## src/rtl/key_repeat_filter_event_fifo_defines.svh

```systemverilog
// ----------------------------------------------------------------------------
// Assertion macros for the key repeat filter event FIFO
// Shared helpers so each check is written on one line.
// ----------------------------------------------------------------------------
`ifndef KEY_REPEAT_FILTER_EVENT_FIFO_DEFINES_SVH
`define KEY_REPEAT_FILTER_EVENT_FIFO_DEFINES_SVH

// Same-cycle implication
`define KRF_ASSERT_NOW(name, clk, rst, ante, cons) \
   name: assert property (@(posedge clk) disable iff (rst) (ante) |-> (cons)) \
      else $error("%m: check failed");

// Next-cycle implication
`define KRF_ASSERT_NEXT(name, clk, rst, ante, cons) \
   name: assert property (@(posedge clk) disable iff (rst) (ante) |=> (cons)) \
      else $error("%m: check failed");

`endif

```

## src/rtl/krf_pkg.sv

```systemverilog
// ----------------------------------------------------------------------------
// krf_pkg
// Types and constants of the key repeat filter event FIFO.
// ----------------------------------------------------------------------------
package krf_pkg;

   // Event queue geometry
   localparam int FifoDepth = 16;
   localparam int PtrW      = $clog2(FifoDepth);
   localparam int CntW      = $clog2(FifoDepth + 1);
   localparam int FillW     = 5;

   // Field widths
   localparam int CodeW  = 16;
   localparam int ValueW = 32;
   localparam int TickW  = 32;
   localparam int MsW    = 16;
   localparam int CsrIdxW = 2;

   // Register reset values
   localparam logic [MsW-1:0] FirstRepeatRst = MsW'(250);
   localparam logic [MsW-1:0] NextRepeatRst  = MsW'(100);

   // Request codes
   typedef enum logic [1:0] {
      REQ_HW     = 2'd0,
      REQ_INJECT = 2'd1,
      REQ_POP    = 2'd2,
      REQ_NONE   = 2'd3
   } req_kind_type;

   // Event kind codes
   localparam logic [1:0] KIND_KEY    = 2'd0;
   localparam logic [1:0] KIND_REPEAT = 2'd1;

   // Source code for injected events
   localparam logic [1:0] SRC_IR = 2'd0;

   // Register indexes
   localparam logic [CsrIdxW-1:0] CSR_FIRST_MS   = 2'd0;
   localparam logic [CsrIdxW-1:0] CSR_NEXT_MS    = 2'd1;
   localparam logic [CsrIdxW-1:0] CSR_CAPTURE_DIS = 2'd2;

   // One queued event (52 bits)
   typedef struct packed {
      logic [1:0]        kind;
      logic [CodeW-1:0]  code;
      logic [ValueW-1:0] value;
      logic [1:0]        source;
   } ev_entry_type;

endpackage

```

## src/rtl/krf_req_if.sv

```systemverilog
// ----------------------------------------------------------------------------
// krf_req_if
// Request channel: hardware event, injected key or pop.
// ----------------------------------------------------------------------------
interface krf_req_if;
   logic                              valid;
   logic                              ready;
   logic [1:0]                        req_type;
   logic [1:0]                        event_kind;
   logic [krf_pkg::CodeW-1:0]         event_code;
   logic signed [krf_pkg::ValueW-1:0] event_value;
   logic [1:0]                        event_source;
   logic [krf_pkg::TickW-1:0]         now_tick;

   modport source (output valid, req_type, event_kind, event_code, event_value,
                   event_source, now_tick, input ready);
   modport sink   (input valid, req_type, event_kind, event_code, event_value,
                   event_source, now_tick, output ready);
endinterface

```

## src/rtl/krf_rsp_if.sv

```systemverilog
// ----------------------------------------------------------------------------
// krf_rsp_if
// Response channel: one response per request.
// ----------------------------------------------------------------------------
interface krf_rsp_if;
   logic                              valid;
   logic                              ready;
   logic                              event_queued;
   logic                              dropped_full;
   logic                              pop_valid;
   logic [1:0]                        out_kind;
   logic [krf_pkg::CodeW-1:0]         out_code;
   logic signed [krf_pkg::ValueW-1:0] out_value;
   logic [1:0]                        out_source;
   logic [krf_pkg::FillW-1:0]         fill_level;

   modport source (output valid, event_queued, dropped_full, pop_valid, out_kind,
                   out_code, out_value, out_source, fill_level, input ready);
   modport sink   (input valid, event_queued, dropped_full, pop_valid, out_kind,
                   out_code, out_value, out_source, fill_level, output ready);
endinterface

```

## src/rtl/krf_csr_if.sv

```systemverilog
// ----------------------------------------------------------------------------
// krf_csr_if
// Register write channel.
// ----------------------------------------------------------------------------
interface krf_csr_if;
   logic                        valid;
   logic                        ready;
   logic [krf_pkg::CsrIdxW-1:0] index;
   logic [krf_pkg::MsW-1:0]     wdata;

   modport source (output valid, index, wdata, input ready);
   modport sink   (input valid, index, wdata, output ready);
endinterface

```

## src/rtl/key_repeat_filter_event_fifo.sv

```systemverilog
// ----------------------------------------------------------------------------
// key_repeat_filter_event_fifo
// Key auto-repeat filter in front of a ring FIFO of key events.
// ----------------------------------------------------------------------------
// Usage:
//   req_chan carries one request: a hardware key event (filtered), an
//   injected key event (queued unfiltered, as a key from SRC_IR) or a pop of the oldest event.
//   rsp_chan returns exactly one response per request: queued / dropped
//   flags, the popped event when pop_valid is set, and the fill level.
//   csr_chan writes the repeat intervals and the capture disable bit; it is
//   always ready. It is to be written only while no request is outstanding; the block does not enforce this.
// Timing:
//   One request per cycle while no response waits on a low rsp_chan.ready.
//   The response is registered and shows up the cycle after acceptance. A
//   pop reads the event memory through its single synchronous read port at
//   the accept edge; that read register feeds the response directly.
// Reset and stall:
//   Synchronous reset empties the queue and clears the filter state; the
//   event memory itself is not cleared. While the response waits on a low
//   rsp_chan.ready, req_chan.ready stays low.
// ----------------------------------------------------------------------------
`include "key_repeat_filter_event_fifo_defines.svh"

module key_repeat_filter_event_fifo (
   input  logic clock,
   input  logic reset,
   krf_req_if.sink   req_chan,
   krf_rsp_if.source rsp_chan,
   krf_csr_if.sink   csr_chan
);
   import krf_pkg::*;

   // Configuration registers
   logic [MsW-1:0] first_ms_ff, next_ms_ff;
   logic           cap_dis_ff;

   // Filter state
   logic [CodeW-1:0] held_key_ff, held_key_in;
   logic             first_pend_ff, first_pend_in;
   logic [TickW-1:0] last_tick_ff, last_tick_in;

   // Queue state
   ev_entry_type     mem [FifoDepth];
   logic [PtrW-1:0]  head_ff, head_in, tail_ff, tail_in;
   logic [CntW-1:0]  cnt_ff, cnt_in;
   ev_entry_type     rd_data_ff;

   // Response register
   logic             rsp_valid_ff, rsp_valid_in;
   logic             queued_ff, queued_in;
   logic             dropped_ff, dropped_in;
   logic             pop_valid_ff, pop_valid_in;
   logic [FillW-1:0] fill_ff, fill_in;

   // Request decode and filter terms
   logic             req_acc;
   logic             full, empty;
   logic             push_req, push_go, pop_go;
   ev_entry_type     push_entry;
   logic             val_is0, val_is1, malformed, null_rel;
   logic [TickW-1:0] elapsed, limit;
   req_kind_type     req_kind;

   assign req_acc  = req_chan.valid && req_chan.ready;
   assign req_kind = req_kind_type'(req_chan.req_type);
   assign full     = (cnt_ff == CntW'(FifoDepth));
   assign empty    = (cnt_ff == '0);
   assign val_is0  = (req_chan.event_value == 32'sd0);
   assign val_is1  = (req_chan.event_value == 32'sd1);
   assign malformed = !(val_is0 || val_is1) && (req_chan.event_kind != KIND_REPEAT);
   assign null_rel  = val_is0 && (req_chan.event_code == '0);
   assign elapsed   = req_chan.now_tick - last_tick_ff;
   assign limit     = first_pend_ff ? TickW'(first_ms_ff) : TickW'(next_ms_ff);

   // Request side stalls only while the response waits
   assign req_chan.ready = !rsp_valid_ff || rsp_chan.ready;
   assign csr_chan.ready = 1'b1;

   // Filter, push and pop decisions
   always_comb begin
      held_key_in   = held_key_ff;
      first_pend_in = first_pend_ff;
      last_tick_in  = last_tick_ff;
      push_req      = 1'b0;
      pop_go        = 1'b0;
      push_entry.kind   = req_chan.event_kind;
      push_entry.code   = req_chan.event_code;
      push_entry.value  = req_chan.event_value;
      push_entry.source = req_chan.event_source;

      case (req_kind)
         REQ_HW: begin
            if (!cap_dis_ff && !malformed && !null_rel) begin
               if (req_chan.event_kind == KIND_KEY) begin
                  push_req = 1'b1;
                  if (val_is1) begin
                     // press: latch key, start timing
                     held_key_in   = req_chan.event_code;
                     first_pend_in = 1'b1;
                     last_tick_in  = req_chan.now_tick;
                  end else begin
                     // release: report held key, clear filter
                     push_entry.code = held_key_ff;
                     held_key_in     = '0;
                     first_pend_in   = 1'b0;
                     last_tick_in    = '0;
                  end
               end else if (req_chan.event_kind == KIND_REPEAT) begin
                  if (elapsed != '0 && held_key_ff != '0 && elapsed > limit) begin
                     push_req         = 1'b1;
                     push_entry.code  = held_key_ff;
                     push_entry.value = ValueW'(1);
                     last_tick_in     = req_chan.now_tick;
                     first_pend_in    = 1'b0;
                  end
               end
            end
         end
         REQ_INJECT: begin
            push_req          = 1'b1;
            push_entry.kind   = KIND_KEY;
            push_entry.source = SRC_IR;
         end
         REQ_POP: begin
            pop_go = !empty;
         end
         default: begin
         end
      endcase
   end

   assign push_go = req_acc && push_req && !full;

   // Next pointers, count and response
   always_comb begin
      head_in = head_ff;
      tail_in = tail_ff;
      cnt_in  = cnt_ff;
      if (push_go) begin
         tail_in = (tail_ff == PtrW'(FifoDepth - 1)) ? '0 : tail_ff + PtrW'(1);
         cnt_in  = cnt_ff + CntW'(1);
      end else if (req_acc && pop_go) begin
         head_in = (head_ff == PtrW'(FifoDepth - 1)) ? '0 : head_ff + PtrW'(1);
         cnt_in  = cnt_ff - CntW'(1);
      end

      rsp_valid_in = rsp_valid_ff;
      queued_in    = queued_ff;
      dropped_in   = dropped_ff;
      pop_valid_in = pop_valid_ff;
      fill_in      = fill_ff;
      if (req_acc) begin
         rsp_valid_in = 1'b1;
         queued_in    = push_go;
         dropped_in   = push_req && full;
         pop_valid_in = pop_go;
         fill_in      = FillW'(cnt_in);
      end else if (rsp_chan.ready) begin
         rsp_valid_in = 1'b0;
      end
   end

   // Control registers
   always_ff @(posedge clock) begin
      if (reset) begin
         first_ms_ff   <= FirstRepeatRst;
         next_ms_ff    <= NextRepeatRst;
         cap_dis_ff    <= 1'b0;
         held_key_ff   <= '0;
         first_pend_ff <= 1'b0;
         last_tick_ff  <= '0;
         head_ff       <= '0;
         tail_ff       <= '0;
         cnt_ff        <= '0;
         rsp_valid_ff  <= 1'b0;
         queued_ff     <= 1'b0;
         dropped_ff    <= 1'b0;
         pop_valid_ff  <= 1'b0;
         fill_ff       <= '0;
      end else begin
         if (csr_chan.valid) begin
            case (csr_chan.index)
               CSR_FIRST_MS:    first_ms_ff <= csr_chan.wdata;
               CSR_NEXT_MS:     next_ms_ff  <= csr_chan.wdata;
               CSR_CAPTURE_DIS: cap_dis_ff  <= csr_chan.wdata[0];
               default: begin
               end
            endcase
         end
         if (req_acc) begin
            held_key_ff   <= held_key_in;
            first_pend_ff <= first_pend_in;
            last_tick_ff  <= last_tick_in;
         end
         head_ff      <= head_in;
         tail_ff      <= tail_in;
         cnt_ff       <= cnt_in;
         rsp_valid_ff <= rsp_valid_in;
         queued_ff    <= queued_in;
         dropped_ff   <= dropped_in;
         pop_valid_ff <= pop_valid_in;
         fill_ff      <= fill_in;
      end
   end

   // Event memory: one write port, one registered read port
   always_ff @(posedge clock) begin
      if (push_go) begin
         mem[tail_ff] <= push_entry;
      end
   end

   always_ff @(posedge clock) begin
      if (req_acc && pop_go) begin
         rd_data_ff <= mem[head_ff];
      end
   end

   // Response payload; popped fields read as zero when nothing was popped
   assign rsp_chan.valid        = rsp_valid_ff;
   assign rsp_chan.event_queued = queued_ff;
   assign rsp_chan.dropped_full = dropped_ff;
   assign rsp_chan.pop_valid    = pop_valid_ff;
   assign rsp_chan.out_kind     = pop_valid_ff ? rd_data_ff.kind   : '0;
   assign rsp_chan.out_code     = pop_valid_ff ? rd_data_ff.code   : '0;
   assign rsp_chan.out_value    = pop_valid_ff ? $signed(rd_data_ff.value) : '0;
   assign rsp_chan.out_source   = pop_valid_ff ? rd_data_ff.source : '0;
   assign rsp_chan.fill_level   = fill_ff;

   // Checks
   `KRF_ASSERT_NOW(a_cnt_bound, clock, reset, 1'b1, cnt_ff <= CntW'(FifoDepth))
   `KRF_ASSERT_NOW(a_ptr_meet, clock, reset, empty || full, head_ff == tail_ff)
   `KRF_ASSERT_NEXT(a_pop_dec, clock, reset, req_acc && pop_go, cnt_ff == $past(cnt_ff) - CntW'(1))
   `KRF_ASSERT_NOW(a_flag_excl, clock, reset, rsp_valid_ff, !(queued_ff && dropped_ff) && !(pop_valid_ff && (queued_ff || dropped_ff)))
   `KRF_ASSERT_NOW(a_stall_hold, clock, reset, rsp_valid_ff && !rsp_chan.ready, !req_chan.ready)

endmodule
```

## src/flat_wrapper.sv

```systemverilog
// flat-port wrapper written by rule: the top's interface ports become plain ports
module key_repeat_filter_event_fifo_flat import krf_pkg::*;
  (clock, reset, req_chan_valid, req_chan_req_type, req_chan_event_kind, req_chan_event_code, req_chan_event_value, req_chan_event_source, req_chan_now_tick, req_chan_ready, rsp_chan_valid, rsp_chan_event_queued, rsp_chan_dropped_full, rsp_chan_pop_valid, rsp_chan_out_kind, rsp_chan_out_code, rsp_chan_out_value, rsp_chan_out_source, rsp_chan_fill_level, rsp_chan_ready, csr_chan_valid, csr_chan_index, csr_chan_wdata, csr_chan_ready);
  krf_req_if req_chan_i ();
  krf_rsp_if rsp_chan_i ();
  krf_csr_if csr_chan_i ();
  input  logic clock;
  input  logic reset;
  input wire logic [$bits(req_chan_i.valid)-1:0] req_chan_valid;
  input wire logic [$bits(req_chan_i.req_type)-1:0] req_chan_req_type;
  input wire logic [$bits(req_chan_i.event_kind)-1:0] req_chan_event_kind;
  input wire logic [$bits(req_chan_i.event_code)-1:0] req_chan_event_code;
  input wire logic [$bits(req_chan_i.event_value)-1:0] req_chan_event_value;
  input wire logic [$bits(req_chan_i.event_source)-1:0] req_chan_event_source;
  input wire logic [$bits(req_chan_i.now_tick)-1:0] req_chan_now_tick;
  output wire logic [$bits(req_chan_i.ready)-1:0] req_chan_ready;
  output wire logic [$bits(rsp_chan_i.valid)-1:0] rsp_chan_valid;
  output wire logic [$bits(rsp_chan_i.event_queued)-1:0] rsp_chan_event_queued;
  output wire logic [$bits(rsp_chan_i.dropped_full)-1:0] rsp_chan_dropped_full;
  output wire logic [$bits(rsp_chan_i.pop_valid)-1:0] rsp_chan_pop_valid;
  output wire logic [$bits(rsp_chan_i.out_kind)-1:0] rsp_chan_out_kind;
  output wire logic [$bits(rsp_chan_i.out_code)-1:0] rsp_chan_out_code;
  output wire logic [$bits(rsp_chan_i.out_value)-1:0] rsp_chan_out_value;
  output wire logic [$bits(rsp_chan_i.out_source)-1:0] rsp_chan_out_source;
  output wire logic [$bits(rsp_chan_i.fill_level)-1:0] rsp_chan_fill_level;
  input wire logic [$bits(rsp_chan_i.ready)-1:0] rsp_chan_ready;
  input wire logic [$bits(csr_chan_i.valid)-1:0] csr_chan_valid;
  input wire logic [$bits(csr_chan_i.index)-1:0] csr_chan_index;
  input wire logic [$bits(csr_chan_i.wdata)-1:0] csr_chan_wdata;
  output wire logic [$bits(csr_chan_i.ready)-1:0] csr_chan_ready;
  assign req_chan_i.valid = req_chan_valid;
  assign req_chan_i.req_type = req_chan_req_type;
  assign req_chan_i.event_kind = req_chan_event_kind;
  assign req_chan_i.event_code = req_chan_event_code;
  assign req_chan_i.event_value = req_chan_event_value;
  assign req_chan_i.event_source = req_chan_event_source;
  assign req_chan_i.now_tick = req_chan_now_tick;
  assign req_chan_ready = req_chan_i.ready;
  assign rsp_chan_valid = rsp_chan_i.valid;
  assign rsp_chan_event_queued = rsp_chan_i.event_queued;
  assign rsp_chan_dropped_full = rsp_chan_i.dropped_full;
  assign rsp_chan_pop_valid = rsp_chan_i.pop_valid;
  assign rsp_chan_out_kind = rsp_chan_i.out_kind;
  assign rsp_chan_out_code = rsp_chan_i.out_code;
  assign rsp_chan_out_value = rsp_chan_i.out_value;
  assign rsp_chan_out_source = rsp_chan_i.out_source;
  assign rsp_chan_fill_level = rsp_chan_i.fill_level;
  assign rsp_chan_i.ready = rsp_chan_ready;
  assign csr_chan_i.valid = csr_chan_valid;
  assign csr_chan_i.index = csr_chan_index;
  assign csr_chan_i.wdata = csr_chan_wdata;
  assign csr_chan_ready = csr_chan_i.ready;
  key_repeat_filter_event_fifo u_core (.clock(clock), .reset(reset), .req_chan(req_chan_i), .rsp_chan(rsp_chan_i), .csr_chan(csr_chan_i));
endmodule
```

## config.mk

```make
export PLATFORM = sky130hd
export DESIGN_NAME = key_repeat_filter_event_fifo_flat
export DESIGN_NICKNAME = d
export VERILOG_FILES = /design/src/rtl/krf_pkg.sv /design/src/rtl/krf_req_if.sv /design/src/rtl/krf_rsp_if.sv /design/src/rtl/krf_csr_if.sv /design/src/rtl/key_repeat_filter_event_fifo.sv /design/src/flat_wrapper.sv
export VERILOG_INCLUDE_DIRS = /design/src /design/src/rtl
export SDC_FILE = /design/constraint.sdc
export NUM_CORES = 1
export LEC_CHECK = 0
export BUFFER_PORTS_ARGS = -buffer_cell sky130_fd_sc_hd__buf_2
export CORE_MARGIN = 10
export CORE_UTILIZATION = 45
export DETAILED_ROUTE_END_ITERATION = 8
export PLACE_DENSITY_LB_ADDON = 0.2
export SKIP_CTS_REPAIR_TIMING = 1
export SYNTH_ARGS = -nofsm -noshare
export SYNTH_HDL_FRONTEND = slang
export SYNTH_SLANG_ARGS = --single-unit
```

## constraint.sdc

```tcl
create_clock -name clock -period 9.7 [get_ports clock]
set_input_delay 1.94 -clock clock [delete_from_list [all_inputs] [get_ports clock]]
set_output_delay 1.94 -clock clock [all_outputs]
set_load 0.02 [all_outputs]
```

==> impl_metrics.prom, run 1 <==
# TYPE chip_impl_metric gauge
chip_impl_info{name="run_status",value="finished clean"} 1
chip_impl_info{name="cts_tree",value="yes"} 1
chip_impl_metric{name="gpl.final_weighted_congestion",unit=""} 0.890
chip_impl_metric{name="postSynth.asyncResetShare",unit=""} 0
chip_impl_metric{name="worst_r2r_path_depth",unit=""} 18
chip_impl_metric{name="synth-simple-area-share",unit=""} 0.0586
chip_impl_metric{name="remaining_drc_errors",unit=""} 0
chip_impl_metric{name="slew-limit-headroom",unit=""} 0.179
chip_impl_metric{name="routed-wl-met3",unit="um"} 6290
chip_impl_metric{name="flow.area_growth_from_synthesis",unit="%"} 13.7
chip_impl_metric{name="synth_sequential_area_ratio",unit=""} 0.699
chip_impl_metric{name="synthesis_warning_total",unit=""} 0
chip_impl_metric{name="crit_fanout",unit=""} 33
chip_impl_metric{name="antenna_violating_nets_post_route",unit=""} 0
chip_impl_info{name="uppermost_layer_routed",value="met5"} 1
chip_impl_metric{name="synth_compound_gate_area_share",unit=""} 0.0471
chip_impl_metric{name="synth-edff-count",unit=""} 884
chip_impl_metric{name="clkTransAtPathRegs",unit="ps"} 60
chip_impl_metric{name="grt-ovfl-total",unit=""} 0
chip_impl_metric{name="dp.final_hpwl",unit="um"} 58100
chip_impl_metric{name="syn-cell-area",unit="mm2"} 0.0409
chip_impl_metric{name="postSynthCellCount",unit=""} 2304
chip_impl_metric{name="worst_ir_drop_vdd",unit="mV"} 0.121
chip_impl_metric{name="tritoncts_sink_count",unit=""} 988
chip_impl_metric{name="worst_ep_required_time",unit="ps"} 10050
chip_impl_metric{name="clk_path_buf_depth",unit=""} 3
chip_impl_metric{name="cts_buffers",unit=""} 102
chip_impl_info{name="min-delay-path-class",value="flop to flop"} 1
chip_impl_metric{name="detail_route.wl_per_cell",unit="um"} 26.7
chip_impl_metric{name="htreeDepth",unit=""} 3
chip_impl_info{name="largest_family_of_logic_cells_by_synthesized_area",value="multiplexers"} 1
chip_impl_metric{name="antenna_found_initial",unit=""} 10
chip_impl_metric{name="arrival",unit="ps"} 7710
chip_impl_metric{name="detail_route.vias_per_cell",unit=""} 5.92
chip_impl_metric{name="placedInstanceArea",unit="mm2"} 0.0431
chip_impl_metric{name="syn-num-nets",unit=""} 2468
chip_impl_info{name="worst_flop_to_flop_path_startpoint",value="u_core.last_tick_ff[0]$_SDFFE_PP0P_"} 1
chip_impl_metric{name="min_path_cells",unit=""} 2
chip_impl_metric{name="setup_viol_count_final",unit=""} 0
chip_impl_metric{name="final_max_slew_viol_count",unit=""} 0
chip_impl_metric{name="drv_cap",unit=""} 0
chip_impl_metric{name="finalHoldViolations",unit=""} 0
chip_impl_metric{name="drt-total-wl",unit="um"} 99800
chip_impl_info{name="regToRegEndpoint",value="u_core.mem[12][38]$_DFFE_PP_"} 1
chip_impl_metric{name="grt_first_pass_wirelength",unit="um"} 148000
chip_impl_info{name="layout_common_cells",value="884 x sky130_fd_sc_hd__edfxtp_1, 260 x sky130_fd_sc_hd__mux4_2, 169 x sky130_fd_sc_hd__buf_2"} 1
chip_impl_info{name="clock_tree.root_cell",value="sky130_fd_sc_hd__clkbuf_16"} 1
chip_impl_metric{name="io_pins",unit=""} 172
chip_impl_info{name="min_from",value="u_core.first_ms_ff[2]$_SDFFE_PP0P_"} 1
chip_impl_info{name="worst_hold_path.endpoint",value="u_core.first_ms_ff[2]$_SDFFE_PP0P_"} 1
chip_impl_metric{name="finClkSkew",unit="ps"} 49.6
chip_impl_metric{name="first_global_vias",unit=""} 22752
chip_impl_info{name="crit_type",value="primary input to flop"} 1
chip_impl_metric{name="global_route.usage.total",unit=""} 0.191
chip_impl_metric{name="synth_cell_type_count",unit=""} 83
chip_impl_metric{name="layout-drive-gt1-share",unit=""} 0.269
chip_impl_metric{name="total_leakage_power",unit="nW"} 14.8
chip_impl_metric{name="placement_rows",unit=""} 110
chip_impl_metric{name="post_layout_nonfiller_instances",unit=""} 3735
chip_impl_metric{name="met2_wirelength",unit="um"} 48800
chip_impl_metric{name="wl_met1",unit="um"} 42300
chip_impl_metric{name="detailedRoute.firstPassIterationCount",unit=""} 5
chip_impl_metric{name="dieArea",unit="mm2"} 0.103
chip_impl_metric{name="maxClockFrequency",unit="GHz"} 0.136
chip_impl_info{name="grt_setup_unrepaired",value="false"} 1
chip_impl_metric{name="synth_area_per_cell",unit="um2"} 17.8
chip_impl_metric{name="dp_cells",unit=""} 3545
chip_impl_metric{name="postSynthRegisterBits",unit=""} 988
chip_impl_metric{name="setup.reg_to_reg.worst_slack",unit="ps"} 3500
chip_impl_metric{name="die-width",unit="um"} 322
chip_impl_metric{name="final_net_count",unit=""} 2637
chip_impl_metric{name="holdWs",unit="ps"} 454
chip_impl_metric{name="post-route-cell-area",unit="mm2"} 0.0465
chip_impl_metric{name="detailedRoute.firstIterationViolations",unit=""} 2358
chip_impl_metric{name="initial_utilization",unit=""} 0.454
chip_impl_info{name="critical_path.endpoint_type",value="flop"} 1
chip_impl_metric{name="final.min_clock_period",unit="ps"} 7360
chip_impl_metric{name="largest_net_degree_at_the_start_of_global_routing",unit=""} 173
chip_impl_metric{name="yosys.area_share.xor_xnor",unit=""} 0.00449
chip_impl_metric{name="clock_latency",unit="ps"} 680
chip_impl_metric{name="worst_pin_slew",unit="ps"} 1230
chip_impl_metric{name="post_synth_mux_area_share",unit=""} 0.155
chip_impl_info{name="final_common_cell",value="sky130_fd_sc_hd__edfxtp_1"} 1
chip_impl_metric{name="layout_worst_path_cycle_share",unit=""} 0.759
chip_impl_metric{name="die_h",unit="um"} 322
chip_impl_metric{name="power-per-cell-area",unit="mW/mm2"} 196
chip_impl_metric{name="placeableCoreArea",unit="mm2"} 0.0901
chip_impl_metric{name="detailroute.via_count",unit=""} 22123
chip_impl_info{name="start_kind",value="primary input"} 1
chip_impl_metric{name="tns",unit="ps"} 0
chip_impl_info{name="synth_ff_type",value="sky130_fd_sc_hd__edfxtp_1"} 1
chip_impl_metric{name="utilization",unit=""} 0.516
chip_impl_metric{name="port-buffer-count",unit=""} 170
chip_impl_metric{name="synth_adder_area_share",unit=""} 0.0170
==> through the flow <==
stage               setup WS, ps  power (mW)
CTS                         2380        9.20
finish                      2340        9.13
global placement            1730        5.21
detailed placement          1690        5.22
floorplan                   2540        5.07
global route                2000        9.42
==> flip-flops by register name, indices dropped and copies added (netlist names) <==
name,count
u_core.head_ff,4
u_core.last_tick_ff,32
u_core.next_ms_ff,16
u_core.rsp_chan.dropped_full,1
u_core.rsp_chan.valid,1
u_core.rsp_chan.pop_valid,1
u_core.rsp_chan.fill_level,5
u_core.cnt_ff,5
u_core.rd_data_ff,52
u_core.first_ms_ff,16
u_core.mem,832
u_core.tail_ff,4
u_core.cap_dis_ff,1
u_core.rsp_chan.event_queued,1
u_core.held_key_ff,16
u_core.first_pend_ff,1
==> worst max-delay path by stage <==
stage | start | to | cells after the start
after floorplan | req_chan_now_tick[0] | u_core.mem[3][0]$_DFFE_PP_ | 21
after global placement | req_chan_now_tick[0] | u_core.mem[14][49]$_DFFE_PP_ | 20
after detailed placement | req_chan_now_tick[0] | u_core.mem[12][49]$_DFFE_PP_ | 20
after CTS | req_chan_now_tick[0] | u_core.mem[13][38]$_DFFE_PP_ | 20
after global routing | req_chan_now_tick[0] | u_core.mem[13][38]$_DFFE_PP_ | 20
final | req_chan_now_tick[0] | u_core.mem[12][38]$_DFFE_PP_ | 20
==> cells in the mapped netlist (15+ instances only) <==
cell / count / area share
sky130_fd_sc_hd__nand3_1: 82 / 0.010
sky130_fd_sc_hd__o2111ai_1: 34 / 0.0073
sky130_fd_sc_hd__buf_1: 19 / 0.0017
sky130_fd_sc_hd__buf_2: 15 / 0.0018
sky130_fd_sc_hd__edfxtp_1: 884 / 0.65
sky130_fd_sc_hd__a21o_1: 19 / 0.0035
sky130_fd_sc_hd__and2_1: 94 / 0.014
sky130_fd_sc_hd__o21ai_0: 21 / 0.0026
sky130_fd_sc_hd__ha_1: 54 / 0.017
sky130_fd_sc_hd__a21oi_1: 120 / 0.015
sky130_fd_sc_hd__clkbuf_1: 101 / 0.0093
sky130_fd_sc_hd__nor4_1: 17 / 0.0026
sky130_fd_sc_hd__mux2i_1: 24 / 0.0059
sky130_fd_sc_hd__inv_1: 49 / 0.0045
sky130_fd_sc_hd__nand2_1: 136 / 0.012
sky130_fd_sc_hd__and3_1: 25 / 0.0038
sky130_fd_sc_hd__mux4_2: 260 / 0.14
sky130_fd_sc_hd__nor2_1: 32 / 0.0029
sky130_fd_sc_hd__dfxtp_1: 104 / 0.051
==> power breakdown <==
part / total [mW] / switching, mW / internal [mW] / leakage [nW]
clock: 4.00 / 1.64 / 2.35 / 1.68
combinational: 0.445 / 0.268 / 0.177 / 4.32
sequential: 4.68 / 0.0216 / 4.66 / 8.81
total: 9.13 / 1.93 / 7.19 / 14.8
==> per-layer routing <==
metal,vias up,GRT usage
met5,-,0
met4,18,0.0472
met3,170,0.0400
met2,742,0.317
met1,11538,0.257
li1,9655,-
==> worst max-delay path, cell delays in order <==
cell and delay [ps]:
sky130_fd_sc_hd__buf_2 110, sky130_fd_sc_hd__inv_1 50, sky130_fd_sc_hd__ha_1 220, sky130_fd_sc_hd__fa_1 420, sky130_fd_sc_hd__nor2b_1 190, sky130_fd_sc_hd__o2111ai_2 170
sky130_fd_sc_hd__a21oi_1 310, sky130_fd_sc_hd__a31oi_4 150, sky130_fd_sc_hd__o21ai_0 220, sky130_fd_sc_hd__xor2_1 100, sky130_fd_sc_hd__ha_1 290, sky130_fd_sc_hd__and3_1 160
sky130_fd_sc_hd__nand4_1 110, sky130_fd_sc_hd__or4_1 540, sky130_fd_sc_hd__o21a_1 170, sky130_fd_sc_hd__a2111oi_0 430, sky130_fd_sc_hd__and4b_1 390, sky130_fd_sc_hd__a21boi_4 280
sky130_fd_sc_hd__o211ai_4 900, sky130_fd_sc_hd__mux2_2 540
==> cell families after synthesis <==
group / after synthesis
AO/OA/AOI/OAI: 284
XOR/XNOR: 21
adder cells (fa/ha/maj): 55
buffers and inverters: 190
flip-flops: 988
multiplexers: 302
other: 1
AND/OR/NAND/NOR: 463
==> cell type report <==
class                           instances  area, um2
Sequential cell                       988      28600
Antenna cell                            1       2.50
Clock inverter                         62        727
Inverter                               50        189
Multi-Input combinational cell       1126      11600
Clock buffer                          127       2730
Tap cell                             1176       1470
Timing Repair Buffer                  205       1130
Fill cell                            7183      43600
No activity file was read; power rests on OpenSTA's default activity.
==> inputs of run 2 (changes only) <==
- clock period: 9.7 -> 7.49 ns (I/O delays scaled with it)
==> impl_metrics.prom, run 2 (same netlist as run 1, synthesis figures left out) <==
# TYPE chip_impl_metric gauge
chip_impl_metric{name="placement_rows",unit=""} 110
chip_impl_info{name="critical_path.endpoint_type",value="flop"} 1
chip_impl_metric{name="io_pins",unit=""} 172
chip_impl_metric{name="place_ws",unit="ps"} 330
chip_impl_info{name="worst_flop_to_flop_path_startpoint",value="u_core.last_tick_ff[0]$_SDFFE_PP0P_"} 1
chip_impl_metric{name="clkTransAtPathRegs",unit="ps"} 60
chip_impl_metric{name="slew-limit-headroom",unit=""} 0.154
chip_impl_metric{name="htreeDepth",unit=""} 3
chip_impl_metric{name="first_global_vias",unit=""} 23149
chip_impl_info{name="final_common_cell",value="sky130_fd_sc_hd__edfxtp_1"} 1
chip_impl_info{name="clock_tree.root_cell",value="sky130_fd_sc_hd__clkbuf_16"} 1
chip_impl_info{name="worst_path_dominant_cell_family",value="simple AND/OR/NAND/NOR gates"} 1
chip_impl_metric{name="holdWs",unit="ps"} 456
chip_impl_metric{name="final_net_count",unit=""} 2654
chip_impl_info{name="cp-startpoint",value="req_chan_now_tick[0]"} 1
chip_impl_metric{name="maxClockFrequency",unit="GHz"} 0.153
chip_impl_metric{name="setup_viol_count_final",unit=""} 0
chip_impl_metric{name="arrival",unit="ps"} 6890
chip_impl_metric{name="setup.reg_to_reg.worst_slack",unit="ps"} 1630
chip_impl_metric{name="comb_power_share",unit=""} 0.051
chip_impl_metric{name="clk_path_buf_depth",unit=""} 3
chip_impl_metric{name="power.share.sequential",unit=""} 0.527
chip_impl_metric{name="finClkSkew",unit="ps"} 25.7
chip_impl_metric{name="worst_ep_required_time",unit="ps"} 7850
chip_impl_metric{name="pwr-share-clk",unit=""} 0.422
chip_impl_metric{name="tns",unit="ps"} 0
chip_impl_metric{name="worst_pin_slew",unit="ps"} 1270
chip_impl_metric{name="cts_buffers",unit=""} 102
chip_impl_metric{name="crit_fanout",unit=""} 18
chip_impl_metric{name="final.min_clock_period",unit="ps"} 6530
chip_impl_info{name="crit_type",value="primary input to flop"} 1
chip_impl_metric{name="clock_latency",unit="ps"} 670
chip_impl_info{name="start_kind",value="primary input"} 1
chip_impl_metric{name="final_max_slew_viol_count",unit=""} 0
chip_impl_metric{name="die-width",unit="um"} 322
chip_impl_metric{name="worst_r2r_path_depth",unit=""} 19
chip_impl_metric{name="power.net_switching",unit="mW"} 2.43
chip_impl_metric{name="die_h",unit="um"} 322
chip_impl_metric{name="detailroute.via_count",unit=""} 22255
chip_impl_metric{name="detail_route.wl_per_cell",unit="um"} 26.7
chip_impl_metric{name="port-buffer-count",unit=""} 170
chip_impl_metric{name="layout-drive-gt1-share",unit=""} 0.265
chip_impl_metric{name="number_of_flip_flops_in_the_largest_register",unit=""} 832
chip_impl_metric{name="largest_net_degree_at_the_start_of_global_routing",unit=""} 112
chip_impl_metric{name="grt_first_pass_wirelength",unit="um"} 150000
chip_impl_metric{name="utilization",unit=""} 0.519
chip_impl_metric{name="total_leakage_power",unit="nW"} 14.8
chip_impl_metric{name="finalHoldViolations",unit=""} 0
chip_impl_metric{name="internal-power",unit="mW"} 9.07
chip_impl_metric{name="grt-ovfl-total",unit=""} 0
chip_impl_metric{name="drt-total-wl",unit="um"} 100000
chip_impl_metric{name="power-per-cell-area",unit="mW/mm2"} 246
chip_impl_metric{name="path_buf_inv",unit=""} 3
chip_impl_info{name="run_status",value="finished clean"} 1
chip_impl_info{name="worstPathCellList",value="buf_2 > inv_1 > ha_1 > fa_1 > nor2b_1 > o2111ai_2 > a21oi_1 > a31oi_4 > o21ai_0 > xor2_1 > ha_1 > and3_1 > nand4_1 > or4_1 > o21a_1 > a2111oi_0 > and4b_1 > o21a_1 > nor2_2 > and3_4 > buf_4"} 1
chip_impl_info{name="grt_setup_unrepaired",value="false"} 1
chip_impl_metric{name="p_sw_frac",unit=""} 0.212
chip_impl_metric{name="dp.final_hpwl",unit="um"} 61400
chip_impl_metric{name="antenna_found_initial",unit=""} 13
chip_impl_metric{name="placeableCoreArea",unit="mm2"} 0.0901
chip_impl_metric{name="flow.area_growth_from_synthesis",unit="%"} 14.2
chip_impl_metric{name="detail_route.vias_per_cell",unit=""} 5.93
chip_impl_metric{name="timing.final.ws_setup",unit="ps"} 963
chip_impl_info{name="layout_common_cells",value="884 x sky130_fd_sc_hd__edfxtp_1, 260 x sky130_fd_sc_hd__mux4_2, 169 x sky130_fd_sc_hd__buf_2"} 1
chip_impl_metric{name="gpl.final_weighted_congestion",unit=""} 0.892
chip_impl_metric{name="remaining_drc_errors",unit=""} 0
chip_impl_metric{name="critPathMaxStageDelay",unit="ps"} 540
chip_impl_metric{name="tritoncts_sink_count",unit=""} 988
chip_impl_metric{name="worst_ir_drop_vdd",unit="mV"} 0.169
chip_impl_info{name="biggestRegsByFlops",value="u_core.mem: 832 flops, u_core.rd_data_ff: 52 flops, u_core.last_tick_ff: 32 flops"} 1
chip_impl_metric{name="total_power",unit="mW"} 11.5
chip_impl_metric{name="initial_utilization",unit=""} 0.454
chip_impl_metric{name="global_route.usage.total",unit=""} 0.194
chip_impl_info{name="max_flop_register",value="u_core.mem"} 1
chip_impl_metric{name="drv_cap",unit=""} 0
chip_impl_metric{name="dieArea",unit="mm2"} 0.103
chip_impl_metric{name="critical_path_depth",unit=""} 21
chip_impl_info{name="min-delay-path-class",value="flop to flop"} 1
chip_impl_metric{name="detailedRoute.firstIterationViolations",unit=""} 2318
chip_impl_metric{name="layout_worst_path_cycle_share",unit=""} 0.871
chip_impl_metric{name="detailedRoute.firstPassIterationCount",unit=""} 6
chip_impl_info{name="setup.worst_path.end",value="u_core.mem[14][31]$_DFFE_PP_"} 1
chip_impl_metric{name="nFillCells",unit=""} 7129
chip_impl_info{name="critPathSlowestCell",value="sky130_fd_sc_hd__or4_1"} 1
chip_impl_info{name="regToRegEndpoint",value="u_core.mem[14][31]$_DFFE_PP_"} 1
chip_impl_info{name="cts_tree",value="yes"} 1
chip_impl_metric{name="antenna_violating_nets_post_route",unit=""} 0
## run 2: changes by cell type in the layout (fill, tap and decap cells not counted), moves of 3 or more
cell	change
sky130_fd_sc_hd__buf_4	-12
sky130_fd_sc_hd__bufinv_16	-4
sky130_fd_sc_hd__diode_2	+3
sky130_fd_sc_hd__buf_12	+29
sky130_fd_sc_hd__clkbuf_8	-6
sky130_fd_sc_hd__clkinv_1	+17
sky130_fd_sc_hd__clkinv_2	-10
## run 2: layout make-up
class | count | area [um2] | share of cell area
well taps | 1176 | 1470 | 0.0315
clock buffers | 121 | 2620 | 0.0561
flip-flops and latches | 988 | 28600 | 0.613
multi-input cells | 1126 | 11600 | 0.249
clock inverters | 66 | 564 | 0.0121
diodes | 4 | 10.0 | 0.000214
inverters | 50 | 189 | 0.00404
repair buffers | 222 | 1620 | 0.0346
## run 2: worst min path at each step
stage	startpoint	to	slack, ps	depth (start not counted)
3_3_place_gp	u_core.first_ms_ff[0]$_SDFFE_PP0P_	u_core.first_ms_ff[0]$_SDFFE_PP0P_	440	2
5_1_grt	u_core.next_ms_ff[8]$_SDFFE_PP0P_	u_core.next_ms_ff[8]$_SDFFE_PP0P_	480	2
2_1_floorplan	u_core.first_ms_ff[0]$_SDFFE_PP0P_	u_core.first_ms_ff[0]$_SDFFE_PP0P_	430	2
3_5_place_dp	u_core.rsp_chan.dropped_full$_SDFFE_PP0P_	u_core.rsp_chan.dropped_full$_SDFFE_PP0P_	450	2
4_1_cts	u_core.next_ms_ff[8]$_SDFFE_PP0P_	u_core.next_ms_ff[8]$_SDFFE_PP0P_	460	2
6_report	u_core.next_ms_ff[12]$_SDFFE_PP0P_	u_core.next_ms_ff[12]$_SDFFE_PP0P_	460	2
## run 2: worst reg2reg max path, cell delays in order (launching register included)
cell and delay [ps]:
sky130_fd_sc_hd__dfxtp_1 310, sky130_fd_sc_hd__ha_1 210, sky130_fd_sc_hd__fa_1 410, sky130_fd_sc_hd__nor2b_1 220, sky130_fd_sc_hd__o2111ai_2 170, sky130_fd_sc_hd__a21oi_1 300, sky130_fd_sc_hd__a31oi_4 150, sky130_fd_sc_hd__o21ai_0 240
sky130_fd_sc_hd__xor2_1 100, sky130_fd_sc_hd__ha_1 300, sky130_fd_sc_hd__and3_1 160, sky130_fd_sc_hd__nand4_1 110, sky130_fd_sc_hd__or4_1 540, sky130_fd_sc_hd__o21a_1 160, sky130_fd_sc_hd__a2111oi_0 390, sky130_fd_sc_hd__and4b_1 390
sky130_fd_sc_hd__o21a_1 460, sky130_fd_sc_hd__nor2_2 260, sky130_fd_sc_hd__and3_4 370, sky130_fd_sc_hd__buf_4 280
## run 2: layer usage
| metal | wire length [um] | global-route usage | up-vias |
|---|---|---|---|
| met1 | 41800 | 0.256 | 11563 |
| met2 | 49200 | 0.319 | 828 |
| met3 | 6850 | 0.0406 | 155 |
| met4 | 2270 | 0.0586 | 14 |
| li1 | - | - | 9695 |
| met5 | 113 | 0 | - |
## run 2: per-stage QoR
| stage | cell area [um2] | std cells |
|---|---|---|
| floorplan | 40900 | 2304 |
| global placement | 43600 | 3562 |
| detailed placement | 43600 | 3562 |
| CTS | 46700 | 3749 |
| global route | 46800 | 3753 |
| finish | 46800 | 3753 |
## run 2: power groups by stage
stage / logic (mW) / clock network (mW) / registers [mW]
final: 0.584 / 4.86 / 6.06
after global routing: 0.639 / 5.19 / 6.06
after CTS: 0.591 / 4.96 / 6.06
after detailed placement: 0.590 / 0 / 6.18
after global placement: 0.577 / 0 / 6.18
after floorplan: 0.401 / 0 / 6.17
